File: config.mk
export PLATFORM = sky130hd
export DESIGN_NAME = aes_sbox_forward
export DESIGN_NICKNAME = d
export VERILOG_FILES = /design/src/hw/rtl/sbox_pkg.sv /design/src/hw/rtl/aes_sbox_forward.sv /design/src/hw/rtl/sbox_ram.sv /design/src/hw/rtl/sbox_fill.sv
export SDC_FILE = /design/constraint.sdc
export NUM_CORES = 2
export LEC_CHECK = 0
export BUFFER_PORTS_ARGS = -buffer_cell sky130_fd_sc_hd__buf_4
export CORE_ASPECT_RATIO = 1.25
export CORE_MARGIN = 3
export CORE_UTILIZATION = 25
export DETAILED_ROUTE_END_ITERATION = 8
export SKIP_LAST_GASP = 1
export SLEW_MARGIN = 20
export SYNTH_ARGS = -nofsm -noshare
export SYNTH_HDL_FRONTEND = slang
export SYNTH_HIERARCHICAL = 1
export SYNTH_SLANG_ARGS = --single-unit
export TNS_END_PERCENT = 5
File: constraint.sdc
create_clock -name clk -period 9.45 [get_ports clk]
set_input_delay 0.945 -clock clk [delete_from_list [all_inputs] [get_ports clk]]
set_output_delay 0.945 -clock clk [all_outputs]
set_load 0.05 [all_outputs]
File: src/hw/rtl/sbox_pkg.sv
// Shared constants, types and GF(2^8) helper functions for the AES forward S-box.
`timescale 1ns / 1ps

package sbox_pkg;

	localparam int BYTE_W = 8;
	localparam int TABLE_DEPTH = 1 << BYTE_W;

	// Low byte of the field polynomial x^8 + x^4 + x^3 + x + 1.
	localparam logic [BYTE_W-1:0] POLY_LOW = 8'h1B;
	localparam logic [BYTE_W-1:0] AFFINE_C = 8'h63;
	// Generator of the multiplicative group and its inverse.
	localparam logic [BYTE_W-1:0] GEN = 8'h03;
	localparam logic [BYTE_W-1:0] GEN_INV = 8'hF6;
	// S-box value of zero, whose inverse is taken as zero.
	localparam logic [BYTE_W-1:0] SBOX_ZERO = AFFINE_C;
	// Step index of the last write in the generator walk, which covers all
	// 255 nonzero field elements.
	localparam logic [BYTE_W-1:0] WALK_LAST = 8'd254;

	typedef struct packed {
		logic              we;
		logic [BYTE_W-1:0] addr;
		logic [BYTE_W-1:0] data;
	} sbox_wr_t;

	function automatic logic [BYTE_W-1:0] gf_mul(input logic [BYTE_W-1:0] a_in,
		input logic [BYTE_W-1:0] b_in);
		logic [BYTE_W-1:0] acc;
		logic [BYTE_W-1:0] a;
		acc = '0;
		a = a_in;
		for (int k = 0; k < BYTE_W; k++) begin
			if (b_in[k]) begin
				acc = acc ^ a;
			end
			a = a[BYTE_W-1] ? ({a[BYTE_W-2:0], 1'b0} ^ POLY_LOW) : {a[BYTE_W-2:0], 1'b0};
		end
		return acc;
	endfunction

	function automatic logic [BYTE_W-1:0] affine(input logic [BYTE_W-1:0] v);
		logic [BYTE_W-1:0] r1;
		logic [BYTE_W-1:0] r2;
		logic [BYTE_W-1:0] r3;
		logic [BYTE_W-1:0] r4;
		r1 = {v[BYTE_W-2:0], v[BYTE_W-1]};
		r2 = {v[BYTE_W-3:0], v[BYTE_W-1:BYTE_W-2]};
		r3 = {v[BYTE_W-4:0], v[BYTE_W-1:BYTE_W-3]};
		r4 = {v[BYTE_W-5:0], v[BYTE_W-1:BYTE_W-4]};
		return v ^ r1 ^ r2 ^ r3 ^ r4 ^ AFFINE_C;
	endfunction

endpackage

File: src/hw/rtl/aes_sbox_forward.sv
// Top level of the AES forward S-box: table RAM, fill sequencer and output buffer.
`timescale 1ns / 1ps

// AES forward S-box (SubBytes on one byte).
// Input channel: in_valid / in_stall / in_byte. Output channel: out_valid / out_stall /
// sub_byte. A word moves on a rising edge where valid is high and stall is low.
// The S-box lives in a 256 x 8 synchronous RAM. After reset a fill sequencer writes
// it (zero first, then a walk over powers of the generator 0x03 with the matching
// inverse powers), and in_stall stays high for that whole time.
// Once filled, one word is accepted per cycle while in_stall is low. An accepted byte
// addresses the RAM at its accept edge; on the fastest path the read data passes from
// the RAM's read register into the output register, where the output handshake takes it.
// Sustained throughput is one word per cycle while out_stall is low, set by the single RAM read port.
// When out_stall is high, results are held in the output register and a one-word
// skid register; in_stall rises once two words are pending (the read in flight and the
// holding registers together) and none leaves in this cycle, so no word is lost or repeated.
module aes_sbox_forward (
	input  logic       clk,
	input  logic       arst_n,
	input  logic       in_valid,
	output logic       in_stall,
	input  logic [7:0] in_byte,
	output logic       out_valid,
	input  logic       out_stall,
	output logic [7:0] sub_byte
);

	sbox_pkg::sbox_wr_t          fill_wr;
	logic                        fill_done;
	logic [sbox_pkg::BYTE_W-1:0] rdata;

	logic                        rd_valid_s1;
	logic                        out_valid_q;
	logic [sbox_pkg::BYTE_W-1:0] out_data_q;
	logic                        skid_valid_q;
	logic [sbox_pkg::BYTE_W-1:0] skid_data_q;

	logic       in_accept;
	logic       out_fire;
	logic [1:0] occupancy;

	sbox_fill u_fill (
		.clk    (clk),
		.arst_n (arst_n),
		.wr     (fill_wr),
		.done   (fill_done)
	);

	sbox_ram #(
		.WIDTH (sbox_pkg::BYTE_W),
		.DEPTH (sbox_pkg::TABLE_DEPTH)
	) u_ram (
		.clk   (clk),
		.we    (fill_wr.we),
		.waddr (fill_wr.addr),
		.wdata (fill_wr.data),
		.raddr (in_byte),
		.rdata (rdata)
	);

	assign out_fire  = out_valid_q && !out_stall;
	assign occupancy = {1'b0, rd_valid_s1} + {1'b0, out_valid_q} + {1'b0, skid_valid_q};
	// Two holding slots: a new read may start while fewer than two words are
	// pending, or when one of them leaves in this cycle.
	assign in_stall  = !fill_done || ((occupancy >= 2'd2) && !out_fire);
	assign in_accept = in_valid && !in_stall;

	assign out_valid = out_valid_q;
	assign sub_byte  = out_data_q;

	always_ff @(posedge clk or negedge arst_n) begin
		if (!arst_n) begin
			rd_valid_s1  <= 1'b0;
			out_valid_q  <= 1'b0;
			skid_valid_q <= 1'b0;
		end else begin
			rd_valid_s1 <= in_accept;
			if (out_fire) begin
				if (skid_valid_q) begin
					skid_valid_q <= rd_valid_s1;
				end else begin
					out_valid_q <= rd_valid_s1;
				end
			end else if (!out_valid_q) begin
				out_valid_q <= rd_valid_s1;
			end else if (rd_valid_s1) begin
				skid_valid_q <= 1'b1;
			end
		end
	end

	always_ff @(posedge clk) begin
		if (out_fire) begin
			if (skid_valid_q) begin
				out_data_q  <= skid_data_q;
				skid_data_q <= rdata;
			end else begin
				out_data_q <= rdata;
			end
		end else if (!out_valid_q) begin
			out_data_q <= rdata;
		end else if (rd_valid_s1) begin
			skid_data_q <= rdata;
		end
	end

endmodule

File: src/hw/rtl/sbox_ram.sv
// Generic single-port-write, single-port-read RAM with a registered read.
`timescale 1ns / 1ps

module sbox_ram #(
	parameter int WIDTH = sbox_pkg::BYTE_W,
	parameter int DEPTH = sbox_pkg::TABLE_DEPTH
) (
	input  logic                     clk,
	input  logic                     we,
	input  logic [$clog2(DEPTH)-1:0] waddr,
	input  logic [WIDTH-1:0]         wdata,
	input  logic [$clog2(DEPTH)-1:0] raddr,
	output logic [WIDTH-1:0]         rdata
);

	logic [WIDTH-1:0] mem_q [DEPTH];

	always_ff @(posedge clk) begin
		if (we) begin
			mem_q[waddr] <= wdata;
		end
		rdata <= mem_q[raddr];
	end

endmodule

File: src/hw/rtl/sbox_fill.sv
// Fill sequencer that writes the whole S-box table into RAM after reset.
`timescale 1ns / 1ps

module sbox_fill (
	input  logic              clk,
	input  logic              arst_n,
	output sbox_pkg::sbox_wr_t wr,
	output logic              done
);

	localparam logic [1:0] ST_ZERO = 2'd0;
	localparam logic [1:0] ST_WALK = 2'd1;
	localparam logic [1:0] ST_DONE = 2'd2;

	logic [1:0]                  state_q;
	logic [sbox_pkg::BYTE_W-1:0] step_q;
	// pow_q runs through GEN^k and inv_q through GEN^-k, so inv_q is the inverse of pow_q.
	logic [sbox_pkg::BYTE_W-1:0] pow_q;
	logic [sbox_pkg::BYTE_W-1:0] inv_q;

	always_ff @(posedge clk or negedge arst_n) begin
		if (!arst_n) begin
			state_q <= ST_ZERO;
			step_q  <= '0;
			pow_q   <= 8'd1;
			inv_q   <= 8'd1;
		end else begin
			case (state_q)
				ST_ZERO: begin
					state_q <= ST_WALK;
				end
				ST_WALK: begin
					pow_q  <= sbox_pkg::gf_mul(pow_q, sbox_pkg::GEN);
					inv_q  <= sbox_pkg::gf_mul(inv_q, sbox_pkg::GEN_INV);
					step_q <= step_q + 8'd1;
					if (step_q == sbox_pkg::WALK_LAST) begin
						state_q <= ST_DONE;
					end
				end
				ST_DONE: begin
					state_q <= ST_DONE;
				end
				default: begin
					state_q <= ST_DONE;
				end
			endcase
		end
	end

	always_comb begin
		wr   = '0;
		done = 1'b0;
		case (state_q)
			ST_ZERO: begin
				wr.we   = 1'b1;
				wr.addr = '0;
				wr.data = sbox_pkg::SBOX_ZERO;
			end
			ST_WALK: begin
				wr.we   = 1'b1;
				wr.addr = pow_q;
				wr.data = sbox_pkg::affine(inv_q);
			end
			ST_DONE: begin
				done = 1'b1;
			end
			default: begin
				done = 1'b1;
			end
		endcase
	end

endmodule
## After elaboration in Yosys (flattened, before gate mapping)

Memories as Yosys holds them, arrays and structs flattened. A register that Yosys moved wholly into a read port is not among the register bits.
Index checks and enable logic that the tools add are counted.

- Output and inout port bits: 10
- Memories kept: 1
- Memory bits (writable): 2048
- Logic and storage cells: 85
- Input bits: 12
- Register bits after elaboration: 45

Memory list:

| name | depth | bits a word | read ports | clocked after memory_dff | wr ports | RTL line | text |
|---|---|---|---|---|---|---|---|
| u_ram.mem_q | 256 | 8 | 1 | 1 | 1 | sbox_ram.sv:16 | `logic [WIDTH-1:0] mem_q [DEPTH];` |

- Magnitude comparators: 1
- Mux-type cells: 33
- Equality and inequality tests: 6
- Add/sub/neg operators: 3
- Reductions and logical operators: 13
- Bitwise operators: 19

Operators with widths:

| kind | count |
|---|---|
| $mux W8 | 13 |
| $xor A8 B8 Y8 | 10 |
| $mux W5 | 8 |
| $not A4 Y4 | 9 |
| $pmux W17 S2 | 1 |
| $mux W1 | 9 |
| $add A8 B1 Y8 const B | 1 |
| $eq A8 B8 Y1 const B | 1 |
| $ne A2 B1 Y1 const B | 2 |
| $ne A2 B2 Y1 const B | 2 |
| $pmux W2 S2 | 1 |
| $reduce_bool A2 Y1 | 2 |
| $logic_and A1 B1 Y1 | 3 |
| $logic_not A1 Y1 | 3 |
| $reduce_and A3 Y1 | 1 |
| $add A1 B1 Y2 | 1 |
| $add A2 B1 Y2 | 1 |
| $eq A2 B1 Y1 const B | 1 |
| $ge A2 B2 Y1 const B | 1 |
| $logic_not A2 Y1 | 1 |
| $mux W2 | 1 |
| $reduce_and A2 Y1 | 1 |
| $reduce_or A2 Y1 | 1 |
| $logic_or A1 B1 Y1 | 1 |

## Logic depth before layout (Yosys ltp)

- Depth after elaboration: 15
- Depth in mapped cells: 11
- Gate-level depth less buffers: 6

## Cells and area by module

Netlist, hierarchy kept.

Modules (own cells, without submodules):

| module | instances | area an instance (um^2) | sequential area each (um^2) | cells each |
|---|---|---|---|---|
| sbox_ram | 1 | 79556.3 | 61659.1 | 3733 |
| sbox_fill | 1 | 1443.9 | 653.1 | 127 |
| aes_sbox_forward | 1 | 785.8 | 555.5 | 43 |

## Worst setup path after synthesis

Ideal clock, no wire load.

- Path type: register to register
- From: reg u_fill/inv_q[5] in the netlist's numbering
- To: mem u_ram/mem_q[0][0] in the netlist's numbering, data pin
- Data required time: 7.876 ns
- Setup slack: -0.229 ns
- Arrival time: 8.104 ns
- Cell stages (with the launch flop): 6
- Cell sequence: dfrtp_1 buf_4 xnor3_2 xnor2_2 xor2_1 a21oi_1

RTL lines:

| what | RTL line | text |
|---|---|---|
| start, declared | sbox_fill.sv:19 | `logic [sbox_pkg::BYTE_W-1:0] inv_q;` |
| start signal, assigned | sbox_fill.sv:34 | `inv_q <= sbox_pkg::gf_mul(inv_q, sbox_pkg::GEN_INV);` |
| end, declared | sbox_ram.sv:16 |  |

==> results by group <==
STA
  • Final Hold Vio Count: 0
  • Worst setup skew after layout: 0.07820 ns
  • Setup Total Neg Slack: 0 ns
  • Tightest Pin Transition: 1.243 ns
  • Top achievable clock speed: 0.2166 GHz
  • Worst slew margin: 17.13%
  • Setup Viol. Count Final: 0
  • Worst Hold Slack: 0.09049 ns
  • Final min period: 4.618 ns
  • Final Max Tran Viols: 0
  • Ratio of final minimum period to clock period: around 49%
  • RSZ-0062 raised after global routing: no

Die
  • Initial core utilization: 25.14%
  • Die width: slightly above 500 microns
  • Boundary pin count: 22
  • Number of rows created at floorplan: 234
  • Die Height: about 650 microns
  • Core area: 325,300 sq um
  • Die area: 334,100 sq um

Routing
  • Via count of the routed design: 39,195
  • First-pass iteration count of the detailed router: 6
  • Post-detailed-route wirelength per cell: 23.79 microns
  • Final wirelength: 201,600 microns
  • Remaining antenna violation count after routing: 0
  • DR vias/cell: approximately 4.6
  • Count of unresolved DRC violations after routing: 0
  • Number of DRC violations after detailed-routing iteration 0: around 4,000

Logic synthesis
  • Syn Inst Count: 3,903
  • Top cell type by total area after synthesis: sky130_fd_sc_hd__edfxtp_1
  • Most frequent cell after synthesis: sky130_fd_sc_hd__edfxtp_1
  • Number of distinct library cells after synthesis: 70
  • Number of storage elements in the synthesis netlist: 2,101
  • Share of async-settable or async-resettable flops after synthesis: 1.380%
  • Primary FF master, synth: sky130_fd_sc_hd__edfxtp_1
  • Share of the synthesized area in the top cell type: about three quarters
  • Synthesized area: roughly 80,000 sq um
  • Dominant cells by area after synthesis: sky130_fd_sc_hd__edfxtp_1 76%, sky130_fd_sc_hd__mux4_2 13%, sky130_fd_sc_hd__mux2i_1 1.7%
  • Mean instance size in the synthesized netlist: 20.95 sq um
  • Commonest cells post-synth: 2,064 x sky130_fd_sc_hd__edfxtp_1, 454 x sky130_fd_sc_hd__mux4_2, 291 x sky130_fd_sc_hd__nor2_1, 135 x sky130_fd_sc_hd__mux2i_1, 133 x sky130_fd_sc_hd__a22oi_1
  • Number of enable-type register cells in the synthesized netlist: slightly above 2,000
  • Yosys Warn Count: 6
  • Proportion of synthesized chip area in sequential cells: 76.87%
  • Net Count, Synth: 3,918

Cells and area
  • Multi-input gate area: 17,610 sq um
  • Share of final-layout standard cells stronger than drive strength 1: a little over a fifth
  • Signed area change from the synthesized netlist to the final layout: 13.74%
  • # nets final: 3,978
  • Area occupied by registers: 62,870 sq um
  • Fillers: roughly 32,000
  • Post-Route Utilization: 28.60%
  • Final non-filler cell area: 93,020 sq um

Critical path
  • CP max stage delay: 0.81 ns
  • Max FO, Critical Path: 22
  • R2r worst-path depth: 6
  • Critical setup path kind: reg2reg
  • Beginning of the worst register-to-register path: u_fill/state_q[1]
  • Arrival time reported for the critical path endpoint: between 5 and 6 ns
  • Worst R2R End: u_ram/mem_q[42][2]
  • Dominant delay contributor by cell family on the critical path: simple AND/OR/NAND/NOR gates
  • List of cells traversed by the critical path: and2b_2 > and2_1 > nor2b_1 > nand3_1 > buf_4 > nor2_1
  • Kind of end point of the critical path: register
  • Register-to-register setup slack: 4.83 ns
  • Number of buffer and inverter stages on the critical path: 1
  • Critical Path RT: 9.88 ns
  • Sort of element at the start of the critical path: register
  • Cell type of the slowest stage on the worst timing path: sky130_fd_sc_hd__nand3_1

Run status
  • Status: complete, no violations

CTS
  • Clock Latency Late Sink: 0.83 ns
  • Total CTS buffers: roughly 200
  • Library cell used as clock root buffer: sky130_fd_sc_hd__clkbuf_16
  • CTS hold repair buffers: 0
  • Clock Sink Count: between 2,000 and 2,500
  • Post CTS Setup Buffer Count: 0
  • Post-cts gate resize count: 0
  • TritonCTS clock tree: built
  • H-tree level count: 4
  • Clock input transition at the sequential cells of the worst setup and hold paths: roughly 0.070 ns
  • Maximum clock path buffer count: 4

Placement
  • Placer congestion estimate: ~0.82
  • Area post-placement: 86,860 sq um
  • # port buffers: 21
  • DP HPWL: 120,700 microns

Pwr
  • Maximum vdd drop: 0.1571 mV
  • P_leak: about 28 nW
  • Overall power: approximately 0.018 W
  • Pwr Density: 196.2 nW/um^2

Worst hold path
  • HP Class: in2async

Global routing
  • GRT Resource Usage Total: approximately an eighth
  • Largest net degree at the start of global routing: approximately 220
  • Initial antenna violation count: 5
  • Grt ovf: 0
  • First-pass GRT wire length: 293,200 microns
  • Number of global-route vias before repair: 40,475

Job
  • Total of max-cap violations: 0
[flip-flops by register name, summed over array words and instances, names as in the netlist]
register / cells
u_ram/mem_q: 2048
skid_data_q: 8
sub_byte: 8
u_fill/inv_q: 8
u_fill/pow_q: 8
u_fill/step_q: 8
u_ram/rdata: 8
u_fill/state_q: 2
out_valid: 1
rd_valid_s1: 1
skid_valid_q: 1
[worst reg2reg max path, delay by kind of cell, from the launching register on]
family        cells  cell delay, ns
buf+inv           1            0.53
flops             1            0.59
simple gates      5            3.13
[metrics by stage]
step                      worst slack (ns)  std cells
after global placement               3.766       8122
after global routing                 4.572       8472
after detailed placement             4.119       8131
after floorplan                   -0.09933       3903
final                                4.832       8477
after CTS                            4.715       8470
[worst max-delay path by stage]
stage	startpoint	end	depth (start not counted)
CTS	u_fill/state_q[1]	u_ram/mem_q[33][7]	6
finish	u_fill/state_q[1]	u_ram/mem_q[42][2]	6
detailed placement	in_byte[1]	u_ram/rdata[5]	9
global placement	in_byte[0]	u_ram/rdata[7]	8
floorplan	u_fill/inv_q[0]	u_ram/mem_q[0][1]	5
global route	u_fill/state_q[1]	u_ram/mem_q[33][7]	6
[layout by cell type (no fill, tap or decap), types with 19 or more instances in the layout]
| cell | n |
|---|---|
| sky130_fd_sc_hd__a21oi_1 | 98 |
| sky130_fd_sc_hd__edfxtp_1 | 2064 |
| sky130_fd_sc_hd__mux4_2 | 454 |
| sky130_fd_sc_hd__nor3_1 | 21 |
| sky130_fd_sc_hd__nor2b_1 | 29 |
| sky130_fd_sc_hd__bufinv_16 | 19 |
| sky130_fd_sc_hd__a22oi_1 | 133 |
| sky130_fd_sc_hd__xor2_1 | 19 |
| sky130_fd_sc_hd__clkbuf_16 | 197 |
| sky130_fd_sc_hd__clkbuf_1 | 42 |
| sky130_fd_sc_hd__nor2_1 | 285 |
| sky130_fd_sc_hd__mux2i_1 | 135 |
| sky130_fd_sc_hd__clkinv_1 | 37 |
| sky130_fd_sc_hd__nand3_1 | 34 |
| sky130_fd_sc_hd__buf_4 | 87 |
| sky130_fd_sc_hd__o22ai_1 | 28 |
| sky130_fd_sc_hd__nand2_1 | 50 |
| sky130_fd_sc_hd__o221ai_1 | 46 |
| sky130_fd_sc_hd__xnor2_1 | 20 |
| sky130_fd_sc_hd__dfrtp_1 | 27 |
| sky130_fd_sc_hd__clkinv_2 | 28 |
[per-layer routing]
metal  routed length [microns]  global-route usage, %
met2                    104600                  20.84
met4                      7918                  4.633
met5                        23                      0
met3                     11310                  1.787
met1                     77840                  14.23
[cells by family after synthesis]
family / synth area share (%)
buffers and inverters: 1.853
XOR/XNOR: 0.6028
adder cells (fa/ha/maj): 0.04590
AND/OR/NAND/NOR: 2.861
AO/OA/AOI/OAI: 3.390
flip-flops: 76.87
multiplexers: 14.38
[layout make-up]
cell class                 count  share of cell area [%]
clock buffer                 242                   5.513
tap                         4366                   5.872
multi-input combinational   1558                   18.93
clock inverter                97                   1.064
sequential                  2101                   67.58
inverter                       5                 0.02018
antenna                        6                 0.01614
timing repair buffer         102                  0.9967
[where the power goes]
part / leakage (nW) / internal [W] / switching [W]
clock network: 2.99 / 0.00436 / 0.00331
registers: 19.8 / 0.0101 / 0.0000147
logic: 5.46 / 0.000162 / 0.000316
No activity file was read; power rests on OpenSTA's default activity.
